[src/hw/rtl/pf_pkg.sv]
// ----------------------------------------------------------------------------
// pf_pkg
// Shared types, codes and square geometry helpers for the Playfair block.
// ----------------------------------------------------------------------------
package pf_pkg;

  // square geometry
  localparam int SIDE    = 5;
  localparam int CELLS   = SIDE * SIDE;
  localparam int LETTERS = 26;
  localparam int CODE_W  = 5;
  localparam int RC_W    = 3;

  localparam logic [CODE_W-1:0] CODE_I = 5'd8;
  localparam logic [CODE_W-1:0] CODE_J = 5'd9;
  localparam logic [CODE_W-1:0] FILL_FULL = 5'(CELLS);
  localparam logic [CODE_W-1:0] LAST_LETTER = 5'(LETTERS - 1);

  // ascii bounds
  localparam logic [7:0] ASC_UP_A = 8'h41;
  localparam logic [7:0] ASC_UP_Z = 8'h5a;
  localparam logic [7:0] ASC_LO_A = 8'h61;
  localparam logic [7:0] ASC_LO_Z = 8'h7a;
  localparam logic [7:0] ASC_CASE = 8'h20;
  localparam logic [6:0] ASC_A7   = 7'h41;

  // operation codes
  localparam logic [2:0] OP_START  = 3'd0;
  localparam logic [2:0] OP_KEY    = 3'd1;
  localparam logic [2:0] OP_FINISH = 3'd2;
  localparam logic [2:0] OP_ENC    = 3'd3;
  localparam logic [2:0] OP_DEC    = 3'd4;

  // status codes
  localparam logic [1:0] ST_OK         = 2'd0;
  localparam logic [1:0] ST_BAD_LETTER = 2'd1;
  localparam logic [1:0] ST_NOT_READY  = 2'd2;
  localparam logic [1:0] ST_IGNORED    = 2'd3;

  typedef enum logic [2:0] {
    S_IDLE,
    S_FILL,
    S_POS_B,
    S_MAP,
    S_SQ_B,
    S_OUT
  } pf_state_t;

  // row of a square position
  function automatic logic [RC_W-1:0] pos_row(input logic [CODE_W-1:0] p);
    logic [RC_W-1:0] r;
    if (p >= 5'd20) r = 3'd4;
    else if (p >= 5'd15) r = 3'd3;
    else if (p >= 5'd10) r = 3'd2;
    else if (p >= 5'd5) r = 3'd1;
    else r = 3'd0;
    return r;
  endfunction

  // position from row and column
  function automatic logic [CODE_W-1:0] rc_pos(input logic [RC_W-1:0] row,
                                               input logic [RC_W-1:0] col);
    return {row, 2'b00} + {2'b00, row} + {2'b00, col};
  endfunction

  // column of a square position
  function automatic logic [RC_W-1:0] pos_col(input logic [CODE_W-1:0] p);
    logic [CODE_W-1:0] base;
    base = rc_pos(pos_row(p), 3'd0);
    return RC_W'(p - base);
  endfunction

  // step one place along a row or column, wrapping
  function automatic logic [RC_W-1:0] step_rc(input logic [RC_W-1:0] v,
                                              input logic dec);
    logic [RC_W-1:0] s;
    if (dec) s = (v == 3'd0) ? 3'(SIDE - 1) : v - 3'd1;
    else s = (v == 3'(SIDE - 1)) ? 3'd0 : v + 3'd1;
    return s;
  endfunction

endpackage

[src/hw/rtl/pf_ram.sv]
// ----------------------------------------------------------------------------
// pf_ram
// Generic single write port, single read port RAM with registered read data.
// ----------------------------------------------------------------------------
module pf_ram #(
  parameter int WIDTH = 8,
  parameter int DEPTH = 32
) (
  input  logic                     clk,
  input  logic                     we,
  input  logic [$clog2(DEPTH)-1:0] waddr,
  input  logic [WIDTH-1:0]         wdata,
  input  logic [$clog2(DEPTH)-1:0] raddr,
  output logic [WIDTH-1:0]         rdata
);

  logic [WIDTH-1:0] mem [DEPTH];
  logic [WIDTH-1:0] rdata_r;

  // write and registered read
  always_ff @(posedge clk) begin
    if (we) begin
      mem[waddr] <= wdata;
    end
    rdata_r <= mem[raddr];
  end

  assign rdata = rdata_r;

endmodule

[src/hw/rtl/playfair_digram_cipher.sv]
// ----------------------------------------------------------------------------
// playfair_digram_cipher
// Playfair key square builder and digram encrypt/decrypt engine.
// ----------------------------------------------------------------------------
// An item is taken when start is high and busy is low; each item yields
// exactly one result, shown for one cycle with out_valid, the cycle after
// the item's work ends, and the receiver cannot stall it. Start key, key
// byte and unknown operations finish at once, so such items can be issued
// every cycle. A finish key on a square that is not yet ready walks the 26
// letters one per cycle. A digram's two position lookups and its two square
// lookups go one at a time through the single read port of the position
// table and of the square table. A digram that is rejected (square not ready,
// bad letter) finishes at once.
module playfair_digram_cipher
  import pf_pkg::*;
(
  input  logic       clk,
  input  logic       rst_n,
  input  logic       start,
  output logic       busy,
  input  logic [2:0] in_operation,
  input  logic [7:0] in_letter_a,
  input  logic [7:0] in_letter_b,
  output logic       out_valid,
  output logic [6:0] out_a,
  output logic [6:0] out_b,
  output logic [1:0] out_status
);

  localparam int CELL_AW = $clog2(CELLS);
  localparam int LTR_AW  = $clog2(LETTERS);

  pf_state_t state_r, state_nxt;

  logic [LETTERS-1:0] used_r, used_nxt;
  logic [CODE_W-1:0]  fill_r, fill_nxt;
  logic               ready_r, ready_nxt;
  logic [CODE_W-1:0]  cnt_r, cnt_nxt;
  logic [CODE_W-1:0]  cb_r, cb_nxt;
  logic               dec_r, dec_nxt;
  logic [CODE_W-1:0]  pa_r, pa_nxt;
  logic [CODE_W-1:0]  tb_r, tb_nxt;
  logic [CODE_W-1:0]  la_r, la_nxt;

  logic       out_valid_r;
  logic [6:0] out_a_r, out_b_r;
  logic [1:0] out_status_r;

  logic       res_valid;
  logic [6:0] res_a, res_b;
  logic [1:0] res_st;

  logic                accept;
  logic [7:0]          key_ch;
  logic                key_letter;
  logic [CODE_W-1:0]   key_code;
  logic                a_ok, b_ok;
  logic [CODE_W-1:0]   ca_code, cb_code;
  logic                is_digram;

  // table ports
  logic                pos_we, sq_we;
  logic [LTR_AW-1:0]   pos_waddr, pos_raddr;
  logic [CELL_AW-1:0]  sq_waddr, sq_raddr;
  logic [CODE_W-1:0]   pos_wdata, sq_wdata, pos_rdata, sq_rdata;

  // shared position unit
  logic [RC_W-1:0] r1, c1, r2, c2, ra, ca_col, rb, cb_col;
  logic [CODE_W-1:0] ta, tb;

  assign accept = start && !busy;
  assign busy   = (state_r != S_IDLE);
  assign is_digram = (in_operation == OP_ENC) || (in_operation == OP_DEC);

  // key byte: fold case and J
  always_comb begin
    key_ch = in_letter_a;
    if (in_letter_a >= ASC_LO_A && in_letter_a <= ASC_LO_Z) begin
      key_ch = in_letter_a - ASC_CASE;
    end
    key_letter = (key_ch >= ASC_UP_A) && (key_ch <= ASC_UP_Z);
    key_code   = CODE_W'(key_ch - ASC_UP_A);
    if (key_code == CODE_J) begin
      key_code = CODE_I;
    end
  end

  // digram letters: uppercase only, J read as I
  always_comb begin
    a_ok    = (in_letter_a >= ASC_UP_A) && (in_letter_a <= ASC_UP_Z);
    b_ok    = (in_letter_b >= ASC_UP_A) && (in_letter_b <= ASC_UP_Z);
    ca_code = CODE_W'(in_letter_a - ASC_UP_A);
    cb_code = CODE_W'(in_letter_b - ASC_UP_A);
    if (ca_code == CODE_J) ca_code = CODE_I;
    if (cb_code == CODE_J) cb_code = CODE_I;
  end

  // digram rule on the two positions
  always_comb begin
    r1 = pos_row(pa_r);
    c1 = pos_col(pa_r);
    r2 = pos_row(pos_rdata);
    c2 = pos_col(pos_rdata);
    if (r1 == r2) begin
      ra = r1; ca_col = step_rc(c1, dec_r);
      rb = r2; cb_col = step_rc(c2, dec_r);
    end else if (c1 == c2) begin
      ra = step_rc(r1, dec_r); ca_col = c1;
      rb = step_rc(r2, dec_r); cb_col = c2;
    end else begin
      ra = r1; ca_col = c2;
      rb = r2; cb_col = c1;
    end
    ta = rc_pos(ra, ca_col);
    tb = rc_pos(rb, cb_col);
  end

  // next state
  always_comb begin
    state_nxt = state_r;
    case (state_r)
      S_IDLE: begin
        if (accept) begin
          if (in_operation == OP_FINISH && !ready_r) begin
            state_nxt = S_FILL;
          end else if (is_digram && ready_r && a_ok && b_ok) begin
            state_nxt = S_POS_B;
          end
        end
      end
      S_FILL:  if (cnt_r == LAST_LETTER) state_nxt = S_IDLE;
      S_POS_B: state_nxt = S_MAP;
      S_MAP:   state_nxt = S_SQ_B;
      S_SQ_B:  state_nxt = S_OUT;
      S_OUT:   state_nxt = S_IDLE;
      default: state_nxt = S_IDLE;
    endcase
  end

  // datapath and table control
  always_comb begin
    used_nxt  = used_r;
    fill_nxt  = fill_r;
    ready_nxt = ready_r;
    cnt_nxt   = cnt_r;
    cb_nxt    = cb_r;
    dec_nxt   = dec_r;
    pa_nxt    = pa_r;
    tb_nxt    = tb_r;
    la_nxt    = la_r;
    pos_we    = 1'b0;
    sq_we     = 1'b0;
    pos_waddr = key_code;
    pos_wdata = fill_r;
    sq_waddr  = fill_r;
    sq_wdata  = key_code;
    pos_raddr = ca_code;
    sq_raddr  = ta;
    res_valid = 1'b0;
    res_a     = '0;
    res_b     = '0;
    res_st    = ST_OK;
    case (state_r)
      S_IDLE: begin
        if (accept) begin
          case (in_operation)
            OP_START: begin
              res_valid = 1'b1;
              used_nxt  = LETTERS'(1) << CODE_J;
              fill_nxt  = '0;
              ready_nxt = 1'b0;
            end
            OP_KEY: begin
              res_valid = 1'b1;
              if (ready_r || !key_letter || used_r[key_code]) begin
                res_st = ST_IGNORED;
              end else if (fill_r < FILL_FULL) begin
                pos_we             = 1'b1;
                sq_we              = 1'b1;
                used_nxt[key_code] = 1'b1;
                fill_nxt           = fill_r + 5'd1;
              end
            end
            OP_FINISH: begin
              cnt_nxt = '0;
              if (ready_r) res_valid = 1'b1;
            end
            OP_ENC, OP_DEC: begin
              if (!ready_r) begin
                res_valid = 1'b1;
                res_st    = ST_NOT_READY;
              end else if (!a_ok || !b_ok) begin
                res_valid = 1'b1;
                res_st    = ST_BAD_LETTER;
              end else begin
                cb_nxt  = cb_code;
                dec_nxt = (in_operation == OP_DEC);
              end
            end
            default: res_valid = 1'b1;
          endcase
        end
      end
      // append unused letters in order
      S_FILL: begin
        pos_waddr = cnt_r;
        sq_wdata  = cnt_r;
        if (!used_r[cnt_r] && fill_r < FILL_FULL) begin
          pos_we          = 1'b1;
          sq_we           = 1'b1;
          used_nxt[cnt_r] = 1'b1;
          fill_nxt        = fill_r + 5'd1;
        end
        cnt_nxt = cnt_r + 5'd1;
        if (cnt_r == LAST_LETTER) begin
          ready_nxt = 1'b1;
          res_valid = 1'b1;
        end
      end
      S_POS_B: begin
        pa_nxt    = pos_rdata;
        pos_raddr = cb_r;
      end
      S_MAP: begin
        sq_raddr = ta;
        tb_nxt   = tb;
      end
      S_SQ_B: begin
        la_nxt   = sq_rdata;
        sq_raddr = tb_r;
      end
      S_OUT: begin
        res_valid = 1'b1;
        res_a     = ASC_A7 + {2'b00, la_r};
        res_b     = ASC_A7 + {2'b00, sq_rdata};
      end
      default: res_valid = 1'b0;
    endcase
  end

  // control registers
  always_ff @(posedge clk) begin
    if (!rst_n) begin
      state_r     <= S_IDLE;
      used_r      <= LETTERS'(1) << CODE_J;
      fill_r      <= '0;
      ready_r     <= 1'b0;
      cnt_r       <= '0;
      out_valid_r <= 1'b0;
    end else begin
      state_r     <= state_nxt;
      used_r      <= used_nxt;
      fill_r      <= fill_nxt;
      ready_r     <= ready_nxt;
      cnt_r       <= cnt_nxt;
      out_valid_r <= res_valid;
    end
  end

  // payload registers
  always_ff @(posedge clk) begin
    cb_r  <= cb_nxt;
    dec_r <= dec_nxt;
    pa_r  <= pa_nxt;
    tb_r  <= tb_nxt;
    la_r  <= la_nxt;
    if (res_valid) begin
      out_a_r      <= res_a;
      out_b_r      <= res_b;
      out_status_r <= res_st;
    end
  end

  // letter to square position
  pf_ram #(
    .WIDTH(CODE_W),
    .DEPTH(LETTERS)
  ) u_pos_ram (
    .clk  (clk),
    .we   (pos_we),
    .waddr(pos_waddr),
    .wdata(pos_wdata),
    .raddr(pos_raddr),
    .rdata(pos_rdata)
  );

  // square position to letter
  pf_ram #(
    .WIDTH(CODE_W),
    .DEPTH(CELLS)
  ) u_sq_ram (
    .clk  (clk),
    .we   (sq_we),
    .waddr(sq_waddr),
    .wdata(sq_wdata),
    .raddr(sq_raddr),
    .rdata(sq_rdata)
  );

  assign out_valid  = out_valid_r;
  assign out_a      = out_a_r;
  assign out_b      = out_b_r;
  assign out_status = out_status_r;

  // a result only ever follows the end of an item's work
  a_valid_idle: assert property (@(posedge clk) disable iff (!rst_n)
    out_valid_r |-> state_r == S_IDLE)
    else $error("result strobe while sequencer busy");

  // the square never overfills
  a_fill_bound: assert property (@(posedge clk) disable iff (!rst_n)
    fill_r <= FILL_FULL)
    else $error("fill count beyond square size");

  // a finished square is full
  a_ready_full: assert property (@(posedge clk) disable iff (!rst_n)
    $rose(ready_r) |-> fill_r == FILL_FULL)
    else $error("square marked ready while not full");

  // the last digram step always produces a result
  a_out_strobe: assert property (@(posedge clk) disable iff (!rst_n)
    state_r == S_OUT |=> out_valid_r)
    else $error("digram result missing");

endmodule
[config.mk]
export PLATFORM = sky130hd
export DESIGN_NAME = playfair_digram_cipher
export DESIGN_NICKNAME = d
export VERILOG_FILES = /design/src/hw/rtl/pf_pkg.sv /design/src/hw/rtl/pf_ram.sv /design/src/hw/rtl/playfair_digram_cipher.sv
export SDC_FILE = /design/constraint.sdc
export NUM_CORES = 1
export LEC_CHECK = 0
export ABC_AREA = 1
export BUFFER_PORTS_ARGS = -buffer_cell sky130_fd_sc_hd__buf_2
export CORE_ASPECT_RATIO = 1.25
export CORE_MARGIN = 2
export CORE_UTILIZATION = 56
export CTS_BUF_LIST = sky130_fd_sc_hd__clkbuf_4 sky130_fd_sc_hd__clkbuf_8
export CTS_CLUSTER_SIZE = 30
export DETAILED_ROUTE_END_ITERATION = 8
export HOLD_SLACK_MARGIN = 0.15
export MAX_ROUTING_LAYER = met4
export PLACE_DENSITY = 0.72
export SLEW_MARGIN = 30
export SYNTH_ARGS = -nofsm -noshare
export SYNTH_HDL_FRONTEND = slang
export SYNTH_SLANG_ARGS = --single-unit
[constraint.sdc]
create_clock -name clk -period 10.3 [get_ports clk]
set_input_delay 2.06 -clock clk [delete_from_list [all_inputs] [get_ports clk]]
set_output_delay 2.06 -clock clk [all_outputs]
set_load 0.02 [all_outputs]
==> summary.txt <==
Floorplanning
  – Floorplan core area: 29,800 um^2
  – Area enclosed by the die boundary: 31,600 um^2
  – Top-level I/O count: 40
  – X dimension of the die: 159 um
  – Initial core utilization: 56.5%
  – Y dimension of the die: 198 um
  – Site Rows: 71

CTS
  – TritonCTS clock tree: built
  – H-tree levels: 2
  – CTS buffer count: 52
  – Buffer levels on the longest clock path: 3
  – Hold-fix buffers, CTS: 0
  – Clock insertion delay at the later pin of the skew report: 0.62 ns
  – Setup bufs post-CTS: 0
  – Clk sink count: 342
  – Clock-pin transition on the worst setup and hold timing paths: 0.07 ns
  – PostCTS Resize Cnt: 0
  – Root buffer cell: sky130_fd_sc_hd__clkbuf_8

Yosys
  – Share of the synthesized area in compound gates (AO/OA/AOI/OAI): 13.8%
  – Net count after synthesis: 1,847
  – Largest family of logic cells by synthesized area: simple AND/OR/NAND/NOR gates
  – Flop and latch count out of synthesis: 342
  – Count of yosys warnings during synthesis: 0
  – EDFF count, synth: 291
  – Mux share of post-synthesis cell area: 0%
  – Post-Synth XOR/XNOR Area: 0.875%
  – Post-synthesis instance area: 16,900 um^2
  – Adder and majority gate portion of the synthesized area: 4.12%
  – Primary FF master, synth: sky130_fd_sc_hd__edfxtp_1
  – Synthesized instance count: 1,773
  – Seq/Total Area, Yosys: 57.8%
  – Average cell area after synthesis: 9.52 um^2
  – Async S/R FF share, synth: 0%
  – Number of unique standard cell types used by synthesis: 50
  – Simple-gate area share of the yosys netlist: 17.0%

Setup path
  – CP bufs+invs: 6
  – Dominant delay contributor by cell family on the critical path: compound AO/OA/AOI/OAI gates
  – Endpoint class of the critical path: flop
  – Worst Path Max Fanout: 18
  – Critical path type: reg2reg
  – Critical path's largest stage delay: 0.50 ns
  – Required time worst endpoint: 10.83 ns
  – Max stage delay cell, worst path: sky130_fd_sc_hd__o21ai_1
  – Worst Setup Start Kind: flop
  – Most numerous cell on the critical path: sky130_fd_sc_hd__inv_1
  – Worst Path Arrival: 6.95 ns

Power and ir drop
  – Pwr Density: 279 nW/um^2
  – LEAKAGE: 7.04 nW
  – Maximum resistive drop on vdd: 388 uV

Layout
  – Fraction of final layout cells with drive strength greater than 1: 10.1%
  – Final cell count without fillers: 2,256
  – Layout overhead on the synthesized area: 9.58%
  – Commonest cells after routing, fill and taps aside: sky130_fd_sc_hd__edfxtp_1, sky130_fd_sc_hd__nor2_1, sky130_fd_sc_hd__nand2_1
  – Net count reported at finish: 1,885
  – End-of-flow core utilization: 62.0%
  – Leading cell type in the layout, fill and taps excluded: sky130_fd_sc_hd__edfxtp_1

Timing
  – Setup-failing EPs final: 0
  – Highest attainable clock frequency: 156 MHz
  – Final critical-path required period: 6.42 ns
  – Fin Setup TNS: 0 ns
  – Number of hold-slack violations in the final timing report: 0
  – Max_slew headroom: 33.8%
  – Worst hold slack after final layout: 0.438 ns
  – Max-slew violation count: 0
  – Final period util: 62.3%
  – Actual transition at the worst max-transition pin: 0.992 ns
  – RSZ-0062 raised after global routing: false
  – Worst setup skew after layout: 0.0315 ns

Route
  – Via-per-instance ratio: 5.75
  – Residual DRC count: 0
  – Vias after detailed routing: 12,969
  – Routed WL: 41,000 um
  – Wirelength per Cell: 18.2 um
  – DRT iter0 DRCs: 1,192
  – Antenna violation net count after detailed routing: 0
  – DR pass1 iterations: 5

GRT
  – GR met2 Demand/Resource: 46.0%
  – Fraction of met3 tracks used by global routing: 3.77%
  – Global routing usage summed across all routing layers: 26.8%
  – Grt total ovfl: 0
  – Antenna violations before repair: 0
  – Global routing usage on met1: 32.4%
  – Largest net degree at the start of global routing: 102
  – Peak-usage layer in the global routing report: met2
  – First-pass GRT wire length: 65,000 um
  – Number of global-route vias before repair: 12,438

Placement
  – Final RePlAce weighted congestion: 0.943
  – HPWL reported at the end of detailed placement: 27,400 um
  – Cell Count Post-Placement: 2,158
  – Number of input and output port buffers inserted: 39

Run
  – Max capacitance violation total: 0

Status
  – Outcome: complete, no violations

Worst hold path
  – Path class of the lowest-slack min-delay path: reg2reg
## Yosys cell counts (3+ instances only)
master                       n  area (um^2)
sky130_fd_sc_hd__fa_1        6          120
sky130_fd_sc_hd__nand2_1   232          871
sky130_fd_sc_hd__buf_2      10         50.1
sky130_fd_sc_hd__nand2_2     6         37.5
sky130_fd_sc_hd__inv_2       3         11.3
sky130_fd_sc_hd__buf_1       3         11.3
sky130_fd_sc_hd__nor3_1     16         80.1
sky130_fd_sc_hd__clkbuf_1   49          184
sky130_fd_sc_hd__nor2_2      5         31.3
sky130_fd_sc_hd__xor2_1     10         87.6
sky130_fd_sc_hd__nor3b_1     3         22.5
sky130_fd_sc_hd__dfxtp_1    51         1020
sky130_fd_sc_hd__nand3b_1    3         22.5
sky130_fd_sc_hd__ha_1       46          576
sky130_fd_sc_hd__buf_4       4         30.0
sky130_fd_sc_hd__nand3_2     4         40.0
sky130_fd_sc_hd__o21ai_0   209         1050
sky130_fd_sc_hd__edfxtp_1  291         8740
sky130_fd_sc_hd__nor2_1    268         1010
sky130_fd_sc_hd__nand4_1     9         56.3
sky130_fd_sc_hd__xnor2_1     5         43.8
sky130_fd_sc_hd__o21ai_1     7         35.0
sky130_fd_sc_hd__nand3_1   116          581
sky130_fd_sc_hd__clkinv_1    3         11.3
sky130_fd_sc_hd__nand2_4     3         33.8
sky130_fd_sc_hd__a21oi_1   117          586
sky130_fd_sc_hd__inv_1     190          713
sky130_fd_sc_hd__o221ai_1   24          210
sky130_fd_sc_hd__buf_6       5         56.3
sky130_fd_sc_hd__o211ai_1   30          225
sky130_fd_sc_hd__o22ai_1    13         81.3
sky130_fd_sc_hd__or2_2       8         50.1
## routing by layer
metal	wire, um	share of wire, %	vias up
met2	20500	50	496
met3	2610	6.4	127
met1	16400	40	6132
met5	0	0	-
met4	1490	3.6	0
li1	-	-	6214
## sequential cells by signal, indices dropped and copies added (netlist names)
register         count
u_pos_ram.mem      130
u_sq_ram.mem       125
used_r              26
out_a                7
out_b                6
cb_r                 5
cnt_r                5
fill_r               5
la_r                 5
pa_r                 5
tb_r                 5
u_pos_ram.rdata      5
u_sq_ram.rdata       5
state_r              3
out_status           2
dec_r                1
out_valid            1
ready_r              1
## worst reg2reg max path: cells and delay by family (launching register included)
| kind | cells | cell delay [ns] |
|---|---|---|
| buf+inv | 6 | 0.91 |
| simple gates | 8 | 1.30 |
| flops | 1 | 0.43 |
| xor+xnor | 1 | 0.18 |
| compound gates | 8 | 1.81 |
| fa+ha+maj | 5 | 1.71 |
## area by class of cell
class                      count  area [um^2]
clock buffer                  79          975
multi-input combinational   1163         6080
tap                          401          502
fill                        2568        11400
sequential                   342         9760
timing repair buffer          55          315
antenna                        1         2.50
inverter                     197          742
clock inverter                18          121
## cells by family (layout without fill, tap and decap cells)
kind of cell / after synthesis / after routing
simple gates: 677 / 677
xor+xnor: 16 / 16
buf+inv: 268 / 349
compound gates: 418 / 418
flops: 342 / 342
fa+ha+maj: 52 / 52
other cells: 0 / 1
## where the power goes
group          leakage, nW  internal [W]  total [W]  switching, W
clock network        0.579      0.000632    0.00116      0.000526
registers             3.09       0.00157    0.00160     0.0000303
logic                 3.36      0.000775    0.00240       0.00163
## path summary, 6_finish.rpt
kind                 startpoint                end  slack [ns]  depth (start not counted)
max          u_pos_ram.rdata[3]  u_sq_ram.rdata[4]        3.88                         28
min           u_sq_ram.rdata[4]            la_r[4]        0.44                          0
max reg2reg  u_pos_ram.rdata[3]  u_sq_ram.rdata[4]        3.88                         28
min reg2reg   u_sq_ram.rdata[4]            la_r[4]        0.44                          0
## metrics by stage
stage / power (W) / setup slack, ns / instance area, um^2
floorplan: 0.00339 / 4.92 / 16900
CTS: 0.00518 / 3.91 / 18500
global placement: 0.00396 / 4.16 / 17400
global route: 0.00554 / 3.25 / 18500
detailed placement: 0.00402 / 3.97 / 17400
finish: 0.00516 / 3.88 / 18500
Power figures use the tool's default switching activity.
